## config.mk

```make
export PLATFORM = sky130hd
export DESIGN_NAME = latched_chr_bank_mapper_flat
export DESIGN_NICKNAME = d
export VERILOG_FILES = /design/src/sv/lcbm_pkg.sv /design/src/sv/lcbm_if.sv /design/src/sv/lcbm_front.sv /design/src/sv/lcbm_queue.sv /design/src/sv/lcbm_back.sv /design/src/sv/latched_chr_bank_mapper.sv /design/src/flat_wrapper.sv
export SDC_FILE = /design/constraint.sdc
export NUM_CORES = 1
export LEC_CHECK = 0
export ABC_CLOCK_PERIOD_IN_PS = 5700
export BUFFER_PORTS_ARGS = -buffer_cell sky130_fd_sc_hd__buf_2
export CAP_MARGIN = 20
export CORE_MARGIN = 2
export CORE_UTILIZATION = 30
export CTS_CLUSTER_DIAMETER = 120
export DETAILED_ROUTE_END_ITERATION = 16
export PLACE_DENSITY_LB_ADDON = 0.2
export SLEW_MARGIN = 5
export SYNTH_ARGS = -nofsm -noshare
export SYNTH_HDL_FRONTEND = slang
export SYNTH_HIERARCHICAL = 1
export SYNTH_SLANG_ARGS = --single-unit
```

## constraint.sdc

```tcl
create_clock -name clk -period 5.7 [get_ports clk]
set_clock_uncertainty 0.05 [all_clocks]
set_input_delay 0.285 -clock clk [delete_from_list [all_inputs] [get_ports clk]]
set_output_delay 0.285 -clock clk [all_outputs]
set_load 0.02 [all_outputs]
```

## src/sv/lcbm_pkg.sv

```systemverilog
`default_nettype none
package lcbm_pkg;

  localparam int unsigned QUEUE_DEPTH = 2;
  localparam int unsigned MAX_UNITS = 16;
  localparam int unsigned DIV_STEPS = 8;

  localparam logic [3:0] REGION_PRG = 4'hA;
  localparam logic [3:0] REGION_LOW_FD = 4'hB;
  localparam logic [3:0] REGION_LOW_FE = 4'hC;
  localparam logic [3:0] REGION_HIGH_FD = 4'hD;
  localparam logic [3:0] REGION_HIGH_FE = 4'hE;
  localparam logic [3:0] REGION_MIRROR = 4'hF;

  localparam logic [9:0] TILE_LOW_FD = 10'h0FD;
  localparam logic [9:0] TILE_LOW_FE = 10'h0FE;
  localparam logic [9:0] TILE_HIGH_FD = 10'h1FD;
  localparam logic [9:0] TILE_HIGH_FE = 10'h1FE;

  localparam logic OP_CPU_WRITE = 1'b0;
  localparam logic REG_PROGRAM_BANKS = 1'b0;
  localparam logic REG_PATTERN_SIZE = 1'b1;

  localparam logic [6:0] HIGH_PAGE_RESET = 7'd4;

  typedef enum logic [3:0] {
    CMD_NONE,
    CMD_PRG,
    CMD_LOW_FD,
    CMD_LOW_FE,
    CMD_HIGH_FD,
    CMD_HIGH_FE,
    CMD_MIRROR,
    CMD_SEL_LOW_FD,
    CMD_SEL_LOW_FE,
    CMD_SEL_HIGH_FD,
    CMD_SEL_HIGH_FE
  } cmd_code_t;

  typedef struct packed {
    cmd_code_t  code;
    logic [7:0] data;
  } cmd_t;

  function automatic logic [4:0] clamp_units(input logic [4:0] v);
    logic [4:0] r;
    r = v;
    if (v == 5'd0) begin
      r = 5'd1;
    end else if (v > 5'(MAX_UNITS)) begin
      r = 5'(MAX_UNITS);
    end
    return r;
  endfunction

  function automatic logic needs_divide(input cmd_code_t c);
    return (c == CMD_PRG) || (c == CMD_LOW_FD) || (c == CMD_LOW_FE) ||
           (c == CMD_HIGH_FD) || (c == CMD_HIGH_FE);
  endfunction

endpackage
`default_nettype wire

```

## src/sv/lcbm_if.sv

```systemverilog
`default_nettype none
interface lcbm_item_if;
  logic        valid;
  logic        ready;
  logic        operation;
  logic [15:0] address;
  logic [7:0]  data;

  modport source (output valid, operation, address, data, input ready);
  modport sink (input valid, operation, address, data, output ready);
endinterface

interface lcbm_result_if;
  logic       valid;
  logic       ready;
  logic [4:0] program_page;
  logic [6:0] pattern_page_low;
  logic [6:0] pattern_page_high;
  logic       mirror_vertical;

  modport source (output valid, program_page, pattern_page_low, pattern_page_high,
                  mirror_vertical, input ready);
  modport sink (input valid, program_page, pattern_page_low, pattern_page_high,
                mirror_vertical, output ready);
endinterface

interface lcbm_setup_if;
  logic       valid;
  logic       ready;
  logic       index;
  logic [4:0] value;

  modport source (output valid, index, value, input ready);
  modport sink (input valid, index, value, output ready);
endinterface
`default_nettype wire

```

## src/sv/lcbm_front.sv

```systemverilog
`default_nettype none
module lcbm_front
  import lcbm_pkg::*;
(
  input  wire logic        in_valid,
  output logic             in_ready,
  input  wire logic        operation,
  input  wire logic [15:0] address,
  input  wire logic [7:0]  data,
  output logic             push_valid,
  input  wire logic        push_ready,
  output cmd_t             push_cmd
);

  cmd_code_t code;

  always_comb begin
    code = CMD_NONE;
    if (operation == OP_CPU_WRITE) begin
      unique case (address[15:12])
        REGION_PRG:     code = CMD_PRG;
        REGION_LOW_FD:  code = CMD_LOW_FD;
        REGION_LOW_FE:  code = CMD_LOW_FE;
        REGION_HIGH_FD: code = CMD_HIGH_FD;
        REGION_HIGH_FE: code = CMD_HIGH_FE;
        REGION_MIRROR:  code = CMD_MIRROR;
        default:        code = CMD_NONE;
      endcase
    end else begin
      unique case (address[13:4])
        TILE_LOW_FD:  code = CMD_SEL_LOW_FD;
        TILE_LOW_FE:  code = CMD_SEL_LOW_FE;
        TILE_HIGH_FD: code = CMD_SEL_HIGH_FD;
        TILE_HIGH_FE: code = CMD_SEL_HIGH_FE;
        default:      code = CMD_NONE;
      endcase
    end
  end

  assign in_ready = push_ready;
  assign push_valid = in_valid;
  assign push_cmd = '{code: code, data: data};

endmodule
`default_nettype wire

```

## src/sv/lcbm_queue.sv

```systemverilog
`default_nettype none
module lcbm_queue
  import lcbm_pkg::*;
#(
  parameter int unsigned DEPTH = QUEUE_DEPTH
) (
  input  wire logic clk,
  input  wire logic rst,
  input  wire logic push_valid,
  output logic      push_ready,
  input  wire cmd_t push_cmd,
  output logic      pop_valid,
  input  wire logic pop_ready,
  output cmd_t      pop_cmd
);

  localparam int unsigned PW = (DEPTH > 1) ? $clog2(DEPTH) : 1;
  localparam int unsigned CW = $clog2(DEPTH + 1);

  cmd_t          slots [DEPTH];
  logic [PW-1:0] wr_ptr;
  logic [PW-1:0] rd_ptr;
  logic [CW-1:0] fill;
  logic          do_push;
  logic          do_pop;

  function automatic logic [PW-1:0] wrap_inc(input logic [PW-1:0] p);
    return (p == PW'(DEPTH - 1)) ? '0 : p + PW'(1);
  endfunction

  assign push_ready = (fill != CW'(DEPTH));
  assign pop_valid = (fill != '0);
  assign pop_cmd = slots[rd_ptr];
  assign do_push = push_valid && push_ready;
  assign do_pop = pop_valid && pop_ready;

  always_ff @(posedge clk) begin
    if (do_push) begin
      slots[wr_ptr] <= push_cmd;
    end
  end

  always_ff @(posedge clk) begin
    if (rst) begin
      wr_ptr <= '0;
      rd_ptr <= '0;
      fill <= '0;
    end else begin
      if (do_push) begin
        wr_ptr <= wrap_inc(wr_ptr);
      end
      if (do_pop) begin
        rd_ptr <= wrap_inc(rd_ptr);
      end
      if (do_push && !do_pop) begin
        fill <= fill + CW'(1);
      end else if (do_pop && !do_push) begin
        fill <= fill - CW'(1);
      end
    end
  end

endmodule
`default_nettype wire

```

## src/sv/lcbm_back.sv

```systemverilog
`default_nettype none
module lcbm_back
  import lcbm_pkg::*;
(
  input  wire logic       clk,
  input  wire logic       rst,
  input  wire logic [4:0] program_banks,
  input  wire logic [4:0] pattern_rom_size,
  input  wire logic       pop_valid,
  output logic            pop_ready,
  input  wire cmd_t       pop_cmd,
  output logic            out_valid,
  input  wire logic       out_ready,
  output logic [4:0]      program_page,
  output logic [6:0]      pattern_page_low,
  output logic [6:0]      pattern_page_high,
  output logic            mirror_vertical
);

  localparam logic [1:0] ST_IDLE = 2'd0;
  localparam logic [1:0] ST_DIV = 2'd1;
  localparam logic [1:0] ST_DONE = 2'd2;
  localparam int unsigned SW = $clog2(DIV_STEPS);

  logic [1:0]    state;
  logic [1:0]    state_next;
  cmd_code_t     work_code;
  logic [7:0]    dividend;
  logic [4:0]    rem;
  logic [5:0]    divisor;
  logic [SW-1:0] step;

  logic [4:0] program_page_reg;
  logic [6:0] low_fd_bank;
  logic [6:0] low_fe_bank;
  logic [6:0] high_fd_bank;
  logic [6:0] high_fe_bank;
  logic       low_latch;
  logic       high_latch;
  logic [6:0] applied_low;
  logic [6:0] applied_high;
  logic       mirror_reg;

  logic       out_free;
  logic       pop_now;
  logic       apply_en;
  cmd_code_t  apply_code;
  logic [7:0] apply_data;
  logic [5:0] trial;
  logic [5:0] load_divisor;
  logic [4:0] prg_val;
  logic [6:0] pat_val;

  logic [4:0] program_page_next;
  logic [6:0] low_fd_next;
  logic [6:0] low_fe_next;
  logic [6:0] high_fd_next;
  logic [6:0] high_fe_next;
  logic       low_latch_next;
  logic       high_latch_next;
  logic [6:0] applied_low_next;
  logic [6:0] applied_high_next;
  logic       mirror_next;

  assign out_free = !out_valid || out_ready;
  assign pop_ready = (state == ST_IDLE) && (needs_divide(pop_cmd.code) || out_free);
  assign pop_now = pop_valid && pop_ready;
  assign trial = {rem, dividend[7]};
  assign load_divisor = (pop_cmd.code == CMD_PRG) ? {1'b0, clamp_units(program_banks)}
                                                  : {clamp_units(pattern_rom_size), 1'b0};
  assign prg_val = {rem[3:0], 1'b0};
  assign pat_val = {rem, 2'b00};

  always_comb begin
    apply_en = 1'b0;
    apply_code = pop_cmd.code;
    apply_data = pop_cmd.data;
    state_next = state;
    unique case (state)
      ST_IDLE: begin
        if (pop_now) begin
          if (needs_divide(pop_cmd.code)) begin
            state_next = ST_DIV;
          end else begin
            apply_en = 1'b1;
          end
        end
      end
      ST_DIV: begin
        if (step == SW'(DIV_STEPS - 1)) begin
          state_next = ST_DONE;
        end
      end
      ST_DONE: begin
        apply_code = work_code;
        if (out_free) begin
          apply_en = 1'b1;
          state_next = ST_IDLE;
        end
      end
      default: state_next = ST_IDLE;
    endcase
  end

  always_comb begin
    program_page_next = program_page_reg;
    low_fd_next = low_fd_bank;
    low_fe_next = low_fe_bank;
    high_fd_next = high_fd_bank;
    high_fe_next = high_fe_bank;
    low_latch_next = low_latch;
    high_latch_next = high_latch;
    applied_low_next = applied_low;
    applied_high_next = applied_high;
    mirror_next = mirror_reg;
    unique case (apply_code)
      CMD_PRG: program_page_next = prg_val;
      CMD_LOW_FD: begin
        low_fd_next = pat_val;
        if (!low_latch) begin
          applied_low_next = pat_val;
        end
      end
      CMD_LOW_FE: begin
        low_fe_next = pat_val;
        if (low_latch) begin
          applied_low_next = pat_val;
        end
      end
      CMD_HIGH_FD: begin
        high_fd_next = pat_val;
        if (!high_latch) begin
          applied_high_next = pat_val;
        end
      end
      CMD_HIGH_FE: begin
        high_fe_next = pat_val;
        if (high_latch) begin
          applied_high_next = pat_val;
        end
      end
      CMD_MIRROR: mirror_next = !apply_data[0];
      CMD_SEL_LOW_FD: begin
        low_latch_next = 1'b0;
        applied_low_next = low_fd_bank;
      end
      CMD_SEL_LOW_FE: begin
        low_latch_next = 1'b1;
        applied_low_next = low_fe_bank;
      end
      CMD_SEL_HIGH_FD: begin
        high_latch_next = 1'b0;
        applied_high_next = high_fd_bank;
      end
      CMD_SEL_HIGH_FE: begin
        high_latch_next = 1'b1;
        applied_high_next = high_fe_bank;
      end
      default: begin
      end
    endcase
  end

  always_ff @(posedge clk) begin
    if (pop_now) begin
      work_code <= pop_cmd.code;
      dividend <= pop_cmd.data;
      divisor <= load_divisor;
      rem <= '0;
    end else if (state == ST_DIV) begin
      dividend <= {dividend[6:0], 1'b0};
      if (trial >= divisor) begin
        rem <= 5'(trial - divisor);
      end else begin
        rem <= trial[4:0];
      end
    end
    if (apply_en) begin
      program_page <= program_page_next;
      pattern_page_low <= applied_low_next;
      pattern_page_high <= applied_high_next;
      mirror_vertical <= mirror_next;
    end
  end

  always_ff @(posedge clk) begin
    if (rst) begin
      state <= ST_IDLE;
      step <= '0;
      out_valid <= 1'b0;
      program_page_reg <= '0;
      low_fd_bank <= '0;
      low_fe_bank <= '0;
      high_fd_bank <= '0;
      high_fe_bank <= '0;
      low_latch <= 1'b1;
      high_latch <= 1'b1;
      applied_low <= '0;
      applied_high <= HIGH_PAGE_RESET;
      mirror_reg <= 1'b0;
    end else begin
      state <= state_next;
      if (state == ST_DIV) begin
        step <= step + SW'(1);
      end else begin
        step <= '0;
      end
      if (apply_en) begin
        out_valid <= 1'b1;
      end else if (out_ready) begin
        out_valid <= 1'b0;
      end
      if (apply_en) begin
        program_page_reg <= program_page_next;
        low_fd_bank <= low_fd_next;
        low_fe_bank <= low_fe_next;
        high_fd_bank <= high_fd_next;
        high_fe_bank <= high_fe_next;
        low_latch <= low_latch_next;
        high_latch <= high_latch_next;
        applied_low <= applied_low_next;
        applied_high <= applied_high_next;
        mirror_reg <= mirror_next;
      end
    end
  end

  a_div_ends: assert property (@(posedge clk) disable iff (rst)
    (state == ST_DIV && step == SW'(DIV_STEPS - 1)) |=> (state == ST_DONE))
    else $error("divide did not finish after its last step");

  a_rem_bound: assert property (@(posedge clk) disable iff (rst)
    (state == ST_DIV || state == ST_DONE) |-> ({1'b0, rem} < divisor))
    else $error("remainder not below divisor");

  a_pop_idle: assert property (@(posedge clk) disable iff (rst)
    pop_now |-> (state == ST_IDLE))
    else $error("command taken while busy");

  a_sel_low_fd: assert property (@(posedge clk) disable iff (rst)
    (apply_en && apply_code == CMD_SEL_LOW_FD)
    |=> (!low_latch && applied_low == $past(low_fd_bank) && pattern_page_low == applied_low))
    else $error("low latch select did not map its bank");

  a_apply_shows: assert property (@(posedge clk) disable iff (rst)
    apply_en |=> (out_valid && program_page == program_page_reg &&
                  pattern_page_high == applied_high && mirror_vertical == mirror_reg))
    else $error("result does not show the mapping");

endmodule
`default_nettype wire

```

## src/sv/latched_chr_bank_mapper.sv

```systemverilog
// Bank mapper with tile-fetch latches for a cartridge with program and pattern ROM.
// Channels: item (sink) carries CPU register writes and pattern fetch addresses,
// result (source) carries the page mapping after each item, and setup (sink)
// writes the program bank count (index 0) and pattern ROM size (index 1).
// Setup is always ready and is meant to be written only while the block is idle.
// Each accepted item gives exactly one result transaction.
// A fetch, a mirroring write or an unmapped write passes through a queue slot into
// the result register; such items sustain one per cycle while the receiver stays ready
// and no bank write is ahead. A bank write uses the bit-serial remainder unit that
// reduces the bank number by the bank count in eight steps; others wait behind it.
// Items are classified on entry and held in a small queue, so the item channel
// stays ready while the result register waits for the receiver.
// When the receiver stalls, the result is held, the queue fills, then item.ready drops.
// Reset clears the queue, both bank counts read as 16, all banks and the program
// page read as zero, both latches select FE, the high half maps page four, and
// mirroring reads as horizontal.
`default_nettype none
module latched_chr_bank_mapper
  import lcbm_pkg::*;
#(
  parameter int unsigned QUEUE_DEPTH_P = QUEUE_DEPTH
) (
  input  wire logic    clk,
  input  wire logic    rst,
  lcbm_item_if.sink    item,
  lcbm_result_if.source result,
  lcbm_setup_if.sink   setup
);

  logic [4:0] program_banks;
  logic [4:0] pattern_rom_size;
  logic       push_valid;
  logic       push_ready;
  cmd_t       push_cmd;
  logic       pop_valid;
  logic       pop_ready;
  cmd_t       pop_cmd;

  assign setup.ready = 1'b1;

  always_ff @(posedge clk) begin
    if (rst) begin
      program_banks <= 5'(MAX_UNITS);
      pattern_rom_size <= 5'(MAX_UNITS);
    end else if (setup.valid) begin
      unique case (setup.index)
        REG_PROGRAM_BANKS: program_banks <= setup.value;
        REG_PATTERN_SIZE:  pattern_rom_size <= setup.value;
        default: begin
        end
      endcase
    end
  end

  lcbm_front u_front (
    .in_valid   (item.valid),
    .in_ready   (item.ready),
    .operation  (item.operation),
    .address    (item.address),
    .data       (item.data),
    .push_valid (push_valid),
    .push_ready (push_ready),
    .push_cmd   (push_cmd)
  );

  lcbm_queue #(
    .DEPTH (QUEUE_DEPTH_P)
  ) u_queue (
    .clk        (clk),
    .rst        (rst),
    .push_valid (push_valid),
    .push_ready (push_ready),
    .push_cmd   (push_cmd),
    .pop_valid  (pop_valid),
    .pop_ready  (pop_ready),
    .pop_cmd    (pop_cmd)
  );

  lcbm_back u_back (
    .clk               (clk),
    .rst               (rst),
    .program_banks     (program_banks),
    .pattern_rom_size  (pattern_rom_size),
    .pop_valid         (pop_valid),
    .pop_ready         (pop_ready),
    .pop_cmd           (pop_cmd),
    .out_valid         (result.valid),
    .out_ready         (result.ready),
    .program_page      (result.program_page),
    .pattern_page_low  (result.pattern_page_low),
    .pattern_page_high (result.pattern_page_high),
    .mirror_vertical   (result.mirror_vertical)
  );

endmodule
`default_nettype wire

```

## src/flat_wrapper.sv

```systemverilog
// flat-port wrapper written by rule: the top's interface ports become plain ports
module latched_chr_bank_mapper_flat import lcbm_pkg::*;
#(
  parameter int unsigned QUEUE_DEPTH_P = QUEUE_DEPTH
)
  (clk, rst, item_valid, item_operation, item_address, item_data, item_ready, result_valid, result_program_page, result_pattern_page_low, result_pattern_page_high, result_mirror_vertical, result_ready, setup_valid, setup_index, setup_value, setup_ready);
  lcbm_item_if item_i ();
  lcbm_result_if result_i ();
  lcbm_setup_if setup_i ();
  input  wire logic clk;
  input  wire logic rst;
  input wire logic [$bits(item_i.valid)-1:0] item_valid;
  input wire logic [$bits(item_i.operation)-1:0] item_operation;
  input wire logic [$bits(item_i.address)-1:0] item_address;
  input wire logic [$bits(item_i.data)-1:0] item_data;
  output wire logic [$bits(item_i.ready)-1:0] item_ready;
  output wire logic [$bits(result_i.valid)-1:0] result_valid;
  output wire logic [$bits(result_i.program_page)-1:0] result_program_page;
  output wire logic [$bits(result_i.pattern_page_low)-1:0] result_pattern_page_low;
  output wire logic [$bits(result_i.pattern_page_high)-1:0] result_pattern_page_high;
  output wire logic [$bits(result_i.mirror_vertical)-1:0] result_mirror_vertical;
  input wire logic [$bits(result_i.ready)-1:0] result_ready;
  input wire logic [$bits(setup_i.valid)-1:0] setup_valid;
  input wire logic [$bits(setup_i.index)-1:0] setup_index;
  input wire logic [$bits(setup_i.value)-1:0] setup_value;
  output wire logic [$bits(setup_i.ready)-1:0] setup_ready;
  assign item_i.valid = item_valid;
  assign item_i.operation = item_operation;
  assign item_i.address = item_address;
  assign item_i.data = item_data;
  assign item_ready = item_i.ready;
  assign result_valid = result_i.valid;
  assign result_program_page = result_i.program_page;
  assign result_pattern_page_low = result_i.pattern_page_low;
  assign result_pattern_page_high = result_i.pattern_page_high;
  assign result_mirror_vertical = result_i.mirror_vertical;
  assign result_i.ready = result_ready;
  assign setup_i.valid = setup_valid;
  assign setup_i.index = setup_index;
  assign setup_i.value = setup_value;
  assign setup_ready = setup_i.ready;
  latched_chr_bank_mapper #(.QUEUE_DEPTH_P(QUEUE_DEPTH_P)) u_core (.clk(clk), .rst(rst), .item(item_i), .result(result_i), .setup(setup_i));
endmodule
```

Word-level counts from Yosys, hierarchy flattened
Memories as Yosys holds them, arrays and structs flattened. A register that Yosys moved wholly into a read port is not among the register bits. Index checks and enable logic that the tools add are counted.

Reductions and logical operators: 35. Add/sub/neg operators: 6. Shifts and indexed selects: 0. Multiplexer cells: 41. Divide/modulo/power cells: 0. Magnitude comparators: 3. Equality and inequality tests: 33. Bitwise operators: 2. $mul: 0.

Operators with widths (number): $pmux W7 S4 (2); $eq A4 B4 Y1 const B (9); $mux W5 (6); $mux W7 (4); $eq A4 B3 Y1 const B (6); $eq A10 B8 Y1 const B (2); $eq A10 B9 Y1 const B (2); $pmux W3 S6 (1); $eq A4 B2 Y1 const B (4); $mux W8 (2); $pmux W4 S4 (1); $reduce_and A2 Y1 (8); $mux W1 (12); $mux W2 (6); $mux W4 (3); $reduce_bool A2 Y1 (6); $gt A5 B5 Y1 const B (2); $logic_not A5 Y1 (2); $eq A4 B1 Y1 const B (2); $ge A6 B6 Y1 (1); $logic_or A1 B1 Y1 (6); $ne A2 B2 Y1 const B (3); $pmux W1 S2 (3); $pmux W2 S3 (1); 15 further kinds (26).

Input port bits: 36. Memory bits (writable): 24. Output and inout bits: 23. Memories: 1. Logic and storage cells: 149. Register bits: 105. Latch bits: 0. Bits in read-only memories: 0.

Memory list: u_core.u_queue.slots (depth 2, bits a word 12, read ports 1, clocked after Yosys merged registers in 1, wr ports 1, line lcbm_queue.sv:20) `cmd_t slots [DEPTH];`.

Depth between registers and ports, before layout
Gate-level depths: netlist of run 1.

Depth after elaboration: 11. Depth in mapped cells: 10. Gate-level depth less buffers: 9.

Modules after synthesis
The synthesis of run 1 kept the hierarchy.

Modules (own cells, without submodules): lcbm_back (cells each 416, times used 1, area each 4335.4 µm², seq. area each 2202.1 µm²); lcbm_queue (cells each 61, times used 1, area each 1083.5 µm², seq. area each 820.8 µm²); latched_chr_bank_mapper (cells each 42, times used 1, area each 436.7 µm², seq. area each 200.2 µm²); lcbm_front (cells each 30, times used 1, area each 205.2 µm², seq. area each 0.0 µm²).

Worst setup path before layout of run 1
No wires, ideal clock.

Path kind: register to register. From: reg with a tool-made name. To: reg u_core.u_back.applied_low[5]. Arrival time: 2710 ps. Required time: 5564 ps. Slack: 2854 ps. Stages on the path, launching flop included: 10. Buffers on the path: 2. Cell sequence: dfxtp_1 -> buf_2 -> mux2_2 -> nor3_1 -> o21a_1 -> o21ai_2 -> inv_2 -> buf_1 -> a21oi_1 -> a211oi_1.

RTL lines: to (signal assigned) (line lcbm_back.sv:221) `applied_low <= applied_low_next;`; to (decl) (line lcbm_back.sv:40) `logic [6:0] applied_low;`.

==> results of run 1 <==
cells in the mapped netlist, types with 3 or more instances:
| cell | number | area (um2) |
|---|---|---|
| nand2b_1 | 26 | 162.7 |
| buf_2 | 6 | 30.03 |
| inv_1 | 18 | 67.56 |
| and2_1 | 7 | 43.79 |
| a222oi_1 | 10 | 100.1 |
| nand3b_1 | 4 | 30.03 |
| nand4bb_1 | 3 | 33.78 |
| edfxtp_1 | 62 | 1862 |
| xor2_1 | 3 | 26.28 |
| mux2_2 | 25 | 281.5 |
| o21ai_1 | 3 | 15.01 |
| ha_1 | 9 | 112.6 |
| a31oi_1 | 4 | 25.02 |
| o21ai_0 | 21 | 105.1 |
| buf_4 | 13 | 97.59 |
| dfxtp_1 | 68 | 1361 |
| nor2b_1 | 8 | 50.05 |
| nor3_1 | 8 | 40.04 |
| o21a_1 | 5 | 37.54 |
| mux2_1 | 6 | 67.56 |
| clkbuf_1 | 12 | 45.04 |
| nand2_1 | 34 | 127.6 |
| a22o_1 | 5 | 43.79 |
| nor2_1 | 51 | 191.4 |
| xnor2_1 | 3 | 26.28 |
| mux2i_1 | 36 | 360.4 |
| a211oi_1 | 7 | 52.55 |
| a21oi_1 | 30 | 150.1 |
| nand3_1 | 12 | 60.06 |
| a21o_1 | 3 | 22.52 |
| and3_1 | 6 | 37.54 |
cells by family after synthesis:
logic type | count (synthesis) | share of synthesized area, %
and+or+nand+nor | 175 | 15.13
buffers and inverters | 52 | 4.273
xor gates and xnor gates | 7 | 1.136
AOI/OAI and AO/OA | 105 | 11.58
other | 1 | 0.06187
adders and majority gates | 10 | 2.188
DFF | 130 | 53.18
muxes | 69 | 12.45
worst paths after layout:
kind         slack, ps                  start                      endpoint
max               2300               register  u_core/u_back/low_fd_bank[3]
min                 30           item_data[1]    u_core/u_queue/slots[1][1]
max reg2reg       2300               register  u_core/u_back/low_fd_bank[3]
min reg2reg        390  u_core/u_back/step[0]         u_core/u_back/step[0]
cell type report:
class                   count  area (um2)  area share [%]
clock buffers              23       478.0           6.653
clock inverters             9       128.9           1.794
inverters                  19       71.32          0.9927
multi-input cells         367        2579           35.89
flip-flops and latches    130        3223           44.86
well taps                 265       331.6           4.615
repair buffers             65       372.9           5.190
power groups by stage:
| stage | Combinational (W) | Sequential, W | Clock, W |
|---|---|---|---|
| 2_1_floorplan | 0.000830 | 0.00141 | 0 |
| 3_3_place_gp | 0.00113 | 0.00140 | 0 |
| 3_5_place_dp | 0.00115 | 0.00140 | 0 |
| 4_1_cts | 0.00116 | 0.00138 | 0.00114 |
| 5_1_grt | 0.00127 | 0.00141 | 0.00118 |
| 6_report | 0.00115 | 0.00138 | 0.00111 |
placed cells by master, fill, tap and decap left out, types with 8 or more instances in the layout:
cell / n
a21oi_1: 30
a222oi_1: 10
buf_2: 53
clkbuf_16: 17
dfxtp_1: 68
edfxtp_1: 62
ha_1: 9
inv_1: 18
mux2_2: 25
mux2i_1: 36
nand2_1: 34
nand2b_1: 26
nand3_1: 12
nor2_1: 51
nor2b_1: 8
nor3_1: 8
o21ai_0: 21
metrics by stage:
stage	hold WS, ps	total power (W)	area [um2]	utilization (%)	std cells
2_1_floorplan	304.1	0.002238	6061	-	549
3_3_place_gp	368.1	0.002529	6507	33.11	839
3_5_place_dp	386.1	0.002554	6507	33.11	839
4_1_cts	15.77	0.003684	7184	36.55	878
5_1_grt	12.86	0.003858	7184	36.55	878
6_report	29.06	0.003635	7184	36.55	878
what timing repair did:
item | 4_1_cts | 5_1_grt
buffers inserted | 0 | 0
hold buffers | 7 | 0
endpoints found under the hold margin | 13 | 0
routing by layer:
layer | track usage, % | up-vias | share of wire, % | wire [um]
met2 | 21.20 | 76 | 50 | 6403
met1 | 15.24 | 2027 | 44 | 5660
li1 | - | 2079 | - | -
met3 | 2.656 | 19 | 3.6 | 459
met4 | 5.971 | 0 | 1.5 | 197
met5 | 0 | - | 0 | 0
==> results.ini, run 1 <==
[sta]
hold_viol = 0
period_minus_slack_ps = 3400
setup_violations = 0
period_share_pct = 59.65
worst_slack_ps = 2300
final_max_slew_viol_count = 0
tns_ps = 0
max_slew.worst_pin.slew_ps = 786.7
relSlewSlack_pct = 47.48
timing.fmax_mhz = 294.1
rsz0062_at_grt = no

[cts]
clockRootBuffer = clkbuf_16
clock_latency_ps = 410
cts_tree = yes
cts.clk_slew.worst_paths_ps = 60
clockBufferDepth = 2
ctsResizeCount = 0
htree_levels = 4
clock_sinks = 130
cts_buffers = 17

[routing]
routed_wl_um = 12720
vias = 4201
drc = 0
drtIter0Drc = 281
drt-vias-per-instance = 4.785
wl_per_cell_um = 14.49
firstDrtPassIters = 7
drt.antenna.violating_nets = 0

[hold_path]
hp-class = input pin to register
min_path_cells = 1

[pwr]
p_per_area_nw_per_um2 = 505.9
vdd_drop_max_uv = 220.4
clock_power_share_pct = 30.5
p_sw_w = 0.001228
seqPwrFrac_pct = 37.9
p_int_w = 0.002406
pwr-share-comb_pct = 31.6
leakage_nw = 2.816
swShare_pct = 33.80

[setup_path]
path_delay_family = compound AO/OA/AOI/OAI gates
critPathMaxStageDelay_ps = 680
critPathLaunchType = register
r2r_cells = 8
worst-path-buf-inv = 1
required_ps = 5930
cp_num_cells = 8
crit_chain = mux2_2, a21o_1, o21a_1, o21ai_2, inv_2, nand3_1, mux2i_1, nor2_1
critPathCaptureType = register
worstPathArrival_ps = 3630
criticalPathCategory = register to register
crit_slowest_cell = dfxtp_1
worstPathMaxFanout = 38

[synth]
async_flop_share_pct = 0
synth_seq_cells = 130
yosysSeqAreaShare_pct = 53.18
netlist_instances = 549
synth_ff_type = dfxtp_1
netlist_area_um2 = 6061
ys_warn_count = 6
syn_nets = 595
synth_edf_count = 62
synth_cell_type_count = 64
syn_area_per_cell_um2 = 11.04

[floorplanning]
fp-row-count = 51
dieArea_um2 = 21360
fp.dieW_um = 146.1
ios = 59
core_um2 = 19650
start_util_pct = 30.84
die_h_um = 146.1

[global_routing]
overflow = 0
grt_pass1_wl_um = 21310
grt_usage_pct = 12.53
grt_max_degree = 61
antenna_found_initial = 0
grt_pass1_vias = 4277

[finish]
syn2layout_area_growth_pct = 18.54
final_nets = 646
diodes = 0
drive_above_1_share_pct = 21.37
largest_register_ffs = 24
fillers = 2015

[job]
maxCapViolations = 0

[placement]
gp_congestion = 0.7588
dp_slack_ps = 2262
place_hpwl_um = 8817
portBuffers = 53

[outcome]
status = finished clean

(Power assumes the default switching activity.)
==> run 2: changes to the inputs <==
ABC_CLOCK_PERIOD_IN_PS = 3500   (was 5700)
clock period = 3.5 ns   (was 5.7 ns; I/O delays follow)
==> run 2 against run 1 <==
Count of clock-buffer cells in the layout fell by 5. Clock power is 51% higher. Core utilization rose by 0.46 points. Sequential share of layout area fell by 0.56 points. Combinational power increased by 72%. Sequential cell count unchanged. Die area unchanged. Worst hold slack worse by 15 ps. Critical path depth did not move. Largest power group unchanged.
==> results.ini, run 2 (synthesized netlist as in run 1, its figures left out) <==
[finish]
final_nets = 661  ; was 646
largest_register_ffs = 24  ; unchanged
drive_above_1_share_pct = 22.61  ; was 21.37%
syn2layout_area_growth_pct = 20.05  ; was 18.54%
final_common_cell = dfxtp_1  ; unchanged
layout.cells.non_filler = 893  ; was 878
diodes = 0  ; unchanged
most-common-layout-cells = dfxtp_1, edfxtp_1, buf_2  ; unchanged

[routing]
vias = 4205  ; was 4201
firstDrtPassIters = 7  ; unchanged
drc = 0  ; unchanged
routed_wl_um = 12610  ; was 12720 um
drtIter0Drc = 236  ; was 281
drt-vias-per-instance = 4.709  ; was 4.785
wl_per_cell_um = 14.12  ; was 14.49 um
drt.antenna.violating_nets = 0  ; unchanged

[sta]
max_slew.worst_pin.slew_ps = 712.0  ; was 786.7 ps
period_minus_slack_ps = 2932  ; was 3400 ps
final_max_slew_viol_count = 0  ; unchanged
setup_violations = 0  ; unchanged
timing.fmax_mhz = 341.0  ; was 294.1 MHz
worst_slack_ps = 567.8  ; was 2300 ps
tns_ps = 0  ; unchanged
hold_viol = 0  ; unchanged
rsz0062_at_grt = no  ; unchanged
period_share_pct = 83.78  ; was 59.65%
timing.hold.ws_ps = 14.12  ; was 29.06 ps
relSlewSlack_pct = 52.14  ; was 47.48%

[setup_path]
regToRegSetupSlack_ps = 570  ; was 2300 ps
worstPathMaxFanout = 9  ; was 38
critPathCaptureType = register  ; unchanged
r2r_cells = 8  ; unchanged
criticalPathCategory = register to register  ; unchanged
required_ps = 3810  ; was 5930 ps
reg2reg_to = u_core/u_queue/fill[1]  ; was u_core/u_back/low_fd_bank[3]
critPathLaunchType = register  ; unchanged
worstPathArrival_ps = 3240  ; was 3630 ps

[cts]
cts_buffers = 17  ; unchanged
htree_levels = 4  ; unchanged
ctsResizeCount = 0  ; unchanged
cts_tree = yes  ; unchanged
clock_latency_ps = 430  ; was 410 ps
cts.clk_slew.worst_paths_ps = 60  ; about the same
clockBufferDepth = 2  ; unchanged
clock_sinks = 130  ; unchanged
clockRootBuffer = clkbuf_16  ; unchanged

[pwr]
swShare_pct = 34.94  ; was 33.80%
seqPwrFrac_pct = 37.5  ; was 37.9%
clock_power_share_pct = 28.8  ; was 30.5%
p_int_w = 0.003811  ; was 0.002406 W
p_per_area_nw_per_um2 = 805.0  ; was 505.9 nW/um2
leakage_nw = 2.866  ; was 2.816 nW
p_sw_w = 0.002046  ; was 0.001228 W
vdd_drop_max_uv = 373.4  ; was 220.4 uV
pwr-share-comb_pct = 33.8  ; was 31.6%

[hold_path]
min_from = setup_valid  ; was item_data[1]
min_path_cells = 3  ; was 1
hp-class = input pin to register  ; unchanged
hold_end = u_core/pattern_rom_size[4]  ; was u_core/u_queue/slots[1][1]

[floorplanning]
start_util_pct = 30.84  ; unchanged
fp-row-count = 51  ; unchanged
dieArea_um2 = 21360  ; unchanged
fp.dieW_um = 146.1  ; unchanged
core_um2 = 19650  ; unchanged
die_h_um = 146.1  ; unchanged
ios = 59  ; unchanged

[global_routing]
grt_pass1_vias = 4211  ; was 4277
grt_max_degree = 44  ; was 61
antenna_found_initial = 0  ; unchanged
overflow = 0  ; unchanged
grt_pass1_wl_um = 20870  ; was 21310 um
grt_usage_pct = 12.29  ; was 12.53%

[placement]
dp_slack_ps = 561.6  ; was 2262 ps
portBuffers = 53  ; unchanged
place_hpwl_um = 8960  ; was 8817 um
placedCellCount = 847  ; was 839
gp_congestion = 0.7652  ; was 0.7588

[job]
maxCapViolations = 0  ; unchanged

[outcome]
status = finished clean  ; unchanged

[run 2: cell count changes in the layout (fill, tap and decap cells not counted)]
| cell | change |
|---|---|
| clkbuf_8 | -2 |
| clkinv_4 | +4 |
| buf_4 | +8 |
| inv_6 | +2 |
| dlygate4sd3_1 | +7 |
| bufinv_16 | -2 |
| clkinvlp_4 | +1 |
| clkbuf_1 | -3 |
[run 2: worst max path at each step]
stage	cells past startpoint	to	from	slack (ps)
floorplan	9	u_core/u_back/applied_low[5]	register	650
global placement	8	u_core/u_queue/fill[1]	register	610
detailed placement	8	u_core/u_queue/fill[1]	register	560
CTS	8	u_core/u_queue/fill[1]	register	520
global route	8	u_core/u_queue/fill[1]	register	370
finish	8	u_core/u_queue/fill[1]	register	570
[run 2: timing repair]
item	4_1_cts	5_1_grt
buffers inserted	0	0
hold endpoints to repair	25	0
hold buffers	14	0
[run 2: power groups by stage]
stage | logic, W | clock network, W | registers (W)
after floorplan | 0.00135 | 0 | 0.00229
after global placement | 0.00195 | 0 | 0.00222
after detailed placement | 0.00198 | 0 | 0.00223
after CTS | 0.00200 | 0.00174 | 0.00220
after global routing | 0.00219 | 0.00182 | 0.00223
final | 0.00198 | 0.00168 | 0.00219
[run 2: final cells by class]
type,count,area (um2)
multi-input combinational,367,2579
timing repair buffer,80,503.0
clock inverter,14,128.9
inverter,19,71.32
tap,265,331.6
fill,1955,12380
clock buffer,18,439.2
sequential,130,3223
[run 2: worst max-delay path: stages, from the launching register on]
cell and delay, ps:
dfxtp_1 420, mux2_2 440, a21o_1 210, or2_1 230, a211oi_1 390, o21ai_0 250
ha_1 370, or3_1 350, a21oi_1 140
[run 2: per-stage QoR]
| stage | utilization [%] | area, um2 | total power (W) |
|---|---|---|---|
| floorplan | - | 6061 | 0.003644 |
| global placement | 33.42 | 6568 | 0.004177 |
| detailed placement | 33.42 | 6568 | 0.004212 |
| CTS | 37.02 | 7276 | 0.005938 |
| global route | 37.02 | 7276 | 0.006234 |
| finish | 37.02 | 7276 | 0.005857 |
[run 2: routing by layer]
metal  vias up  track usage [%]  wire length [um]
li1       2108                -                 -
met1      2003            15.28              5919
met2        86            20.21              6041
met3         8            3.531               551
met4         0            4.806                97
met5         -                0                 0
==> run 3: changes to the inputs <==
ABC_CLOCK_PERIOD_IN_PS = 2560   (was 3500)
clock period = 2.56 ns   (was 3.5 ns; I/O delays follow)
==> run 3 against run 2 <==
Register-to-register slack worse by 470 ps. Routed wire length grew 3.5%. Critical path depth fell by 2. Sequential power increased by 38%. Count of clock-buffer cells in the layout up 3. Sequential cell count unchanged. Fmax grew 19%. Sequential share of layout area shrank 1.3 points. Cell area rose by 3.2%. First-iteration DRC count rose by 5.5%. Power up 43%. Die area unchanged. Critical path type unchanged. Largest power group is now combinational logic.
==> results.ini, run 3 (synthesized netlist as in run 1, its figures left out) <==
[hold_path]
hp-class = input pin to register  ; unchanged

[setup_path]
crit_chain = mux2_2, mux2i_4, xnor2_2, mux2_1, a222oi_1, nand2_1  ; was mux2_2, a21o_1, or2_1, a211oi_1, o21ai_0, ha_1, or3_1, a21oi_1
worst-path-buf-inv = 0  ; unchanged
path_delay_family = multiplexers  ; was compound AO/OA/AOI/OAI gates
worstPathArrival_ps = 2560  ; was 3240 ps
crit_slowest_cell = a222oi_1  ; was mux2_2
critPathLaunchType = register  ; unchanged
critPathMaxStageDelay_ps = 510  ; was 440 ps
required_ps = 2660  ; was 3810 ps
worstPathMaxFanout = 6  ; was 9
critPathCaptureType = register  ; unchanged
criticalPathCategory = register to register  ; unchanged

[finish]
final_nets = 686  ; was 661
drive_above_1_share_pct = 25.73  ; was 22.61%
final_common_cell = dfxtp_1  ; unchanged
syn2layout_area_growth_pct = 23.89  ; was 20.05%
largest_register_ffs = 24  ; unchanged
most-common-layout-cells = dfxtp_1, edfxtp_1, buf_2  ; unchanged
diodes = 0  ; unchanged
utilization_pct = 38.20  ; was 37.02%

[placement]
portBuffers = 53  ; unchanged
gp_congestion = 0.7728  ; was 0.7652
place_hpwl_um = 9180  ; was 8960 um
dp_slack_ps = -23.71  ; was 561.6 ps

[sta]
period_minus_slack_ps = 2464  ; was 2932 ps
hold_viol = 0  ; unchanged
rsz0062_at_grt = yes  ; was no
setup_violations = 0  ; unchanged
final_max_slew_viol_count = 0  ; unchanged
worst_slack_ps = 96.43  ; was 567.8 ps
relSlewSlack_pct = 58.62  ; was 52.14%
timing.fmax_mhz = 405.9  ; was 341.0 MHz
max_slew.worst_pin.slew_ps = 620.7  ; was 712.0 ps
tns_ps = 0  ; unchanged
period_share_pct = 96.23  ; was 83.78%

[routing]
firstDrtPassIters = 6  ; was 7
met1_length_um = 5997  ; was 5919 um
drt-vias-per-instance = 4.693  ; was 4.709
drc = 0  ; unchanged
met3_length_um = 507  ; was 551 um
drtIter0Drc = 249  ; was 236
wl_per_cell_um = 14.21  ; was 14.12 um
highest_layer = met4  ; unchanged
vias = 4308  ; was 4205
met2_length_um = 6339  ; was 6041 um
routed_wl_um = 13050  ; was 12610 um
drt.antenna.violating_nets = 0  ; unchanged

[floorplanning]
fp-row-count = 51  ; unchanged
dieArea_um2 = 21360  ; unchanged
start_util_pct = 30.84  ; unchanged
core_um2 = 19650  ; unchanged
fp.dieW_um = 146.1  ; unchanged
ios = 59  ; unchanged
die_h_um = 146.1  ; unchanged

[cts]
clockRootBuffer = clkbuf_16  ; unchanged
clockBufferDepth = 2  ; unchanged
cts_setup_buffers = 0  ; unchanged
clock_latency_ps = 420  ; was 430 ps
cts_tree = yes  ; unchanged
cts.clk_slew.worst_paths_ps = 50  ; was 60 ps
cts_buffers = 17  ; unchanged
htree_levels = 4  ; unchanged
clock_sinks = 130  ; unchanged

[pwr]
p_per_area_nw_per_um2 = 1117  ; was 805.0 nW/um2
leakage_nw = 2.993  ; was 2.866 nW
vdd_drop_max_uv = 467.8  ; was 373.4 uV

[global_routing]
antenna_found_initial = 0  ; unchanged
grt_usage_pct = 12.79  ; was 12.29%
grt_pass1_wl_um = 21890  ; was 20870 um
overflow = 0  ; unchanged
grt_pass1_vias = 4432  ; was 4211
grt_max_degree = 33  ; was 44

[outcome]
status = finished clean  ; unchanged

[job]
maxCapViolations = 0  ; unchanged

-- run 3: cell types whose count changed in the layout (fill, tap and decap cells not counted), moves of 2 or more --
cell | before | now
clkinv_1 | 0 | 3
dfxtp_1 | 68 | 66
o21ai_0 | 21 | 19
buf_4 | 13 | 36
clkbuf_1 | 0 | 3
inv_6 | 3 | 0
clkinv_4 | 4 | 1
-- run 3: worst paths after layout --
path | from | end | slack (ps) | cells after the start
hold reg to reg | u_core/u_back/step[0] | u_core/u_back/step[0] | 380 | 1
setup / recovery | register | u_core/u_back/pattern_page_low[2] | 100 | 6
setup reg to reg | register | u_core/u_back/pattern_page_low[2] | 100 | 6
hold / removal | item_address[14] | u_core/u_queue/slots[0][10] | 60 | 3
-- run 3: layer usage --
layer | up-vias | global-route usage (%)
li1 | 2152 | -
met1 | 2050 | 15.93
met2 | 88 | 21.27
met3 | 18 | 3.219
met4 | 0 | 5.146
met5 | - | 0
-- run 3: worst register-to-register path, delay by kind of cell (launching register included) --
kind / cells / cell delay (ps)
xor+xnor: 1 / 200
compound gates: 1 / 510
mux: 3 / 980
flops: 1 / 370
simple gates: 1 / 90
-- run 3: cell type report --
class                      count  area, um2
clock buffer                  21      450.4
clock inverter                11      112.6
fill                        2010      12150
inverter                      19      71.32
multi-input combinational    367       2609
sequential                   130       3228
tap                          265      331.6
timing repair buffer         105      705.7
-- run 3: through the flow --
| step | cells | hold slack, ps | total power, W | instance area (um2) |
|---|---|---|---|---|
| after detailed placement | 871 | 269.0 | 0.006059 | 6765 |
| after floorplan | 549 | 147.1 | 0.004994 | 6070 |
| after global routing | 918 | 76.68 | 0.008930 | 7508 |
| final | 918 | 64.62 | 0.008391 | 7508 |
| after CTS | 918 | 36.56 | 0.008432 | 7480 |
| after global placement | 871 | 266.2 | 0.005995 | 6765 |
-- run 3: where the power goes --
| part | internal [W] | leakage (nW) | total [W] | switching (W) |
|---|---|---|---|---|
| combinational | 0.00131 | 1.58 | 0.00305 | 0.00174 |
| clock | 0.00144 | 0.266 | 0.00233 | 0.000882 |
| sequential | 0.00279 | 1.14 | 0.00302 | 0.000227 |
-- run 3: repair_timing --
item	CTS	global route
hold endpoints to repair	27	0
endpoints found under the setup margin	2	4
hold buffers	15	0
pin swaps	0	3
resized for setup	1	9
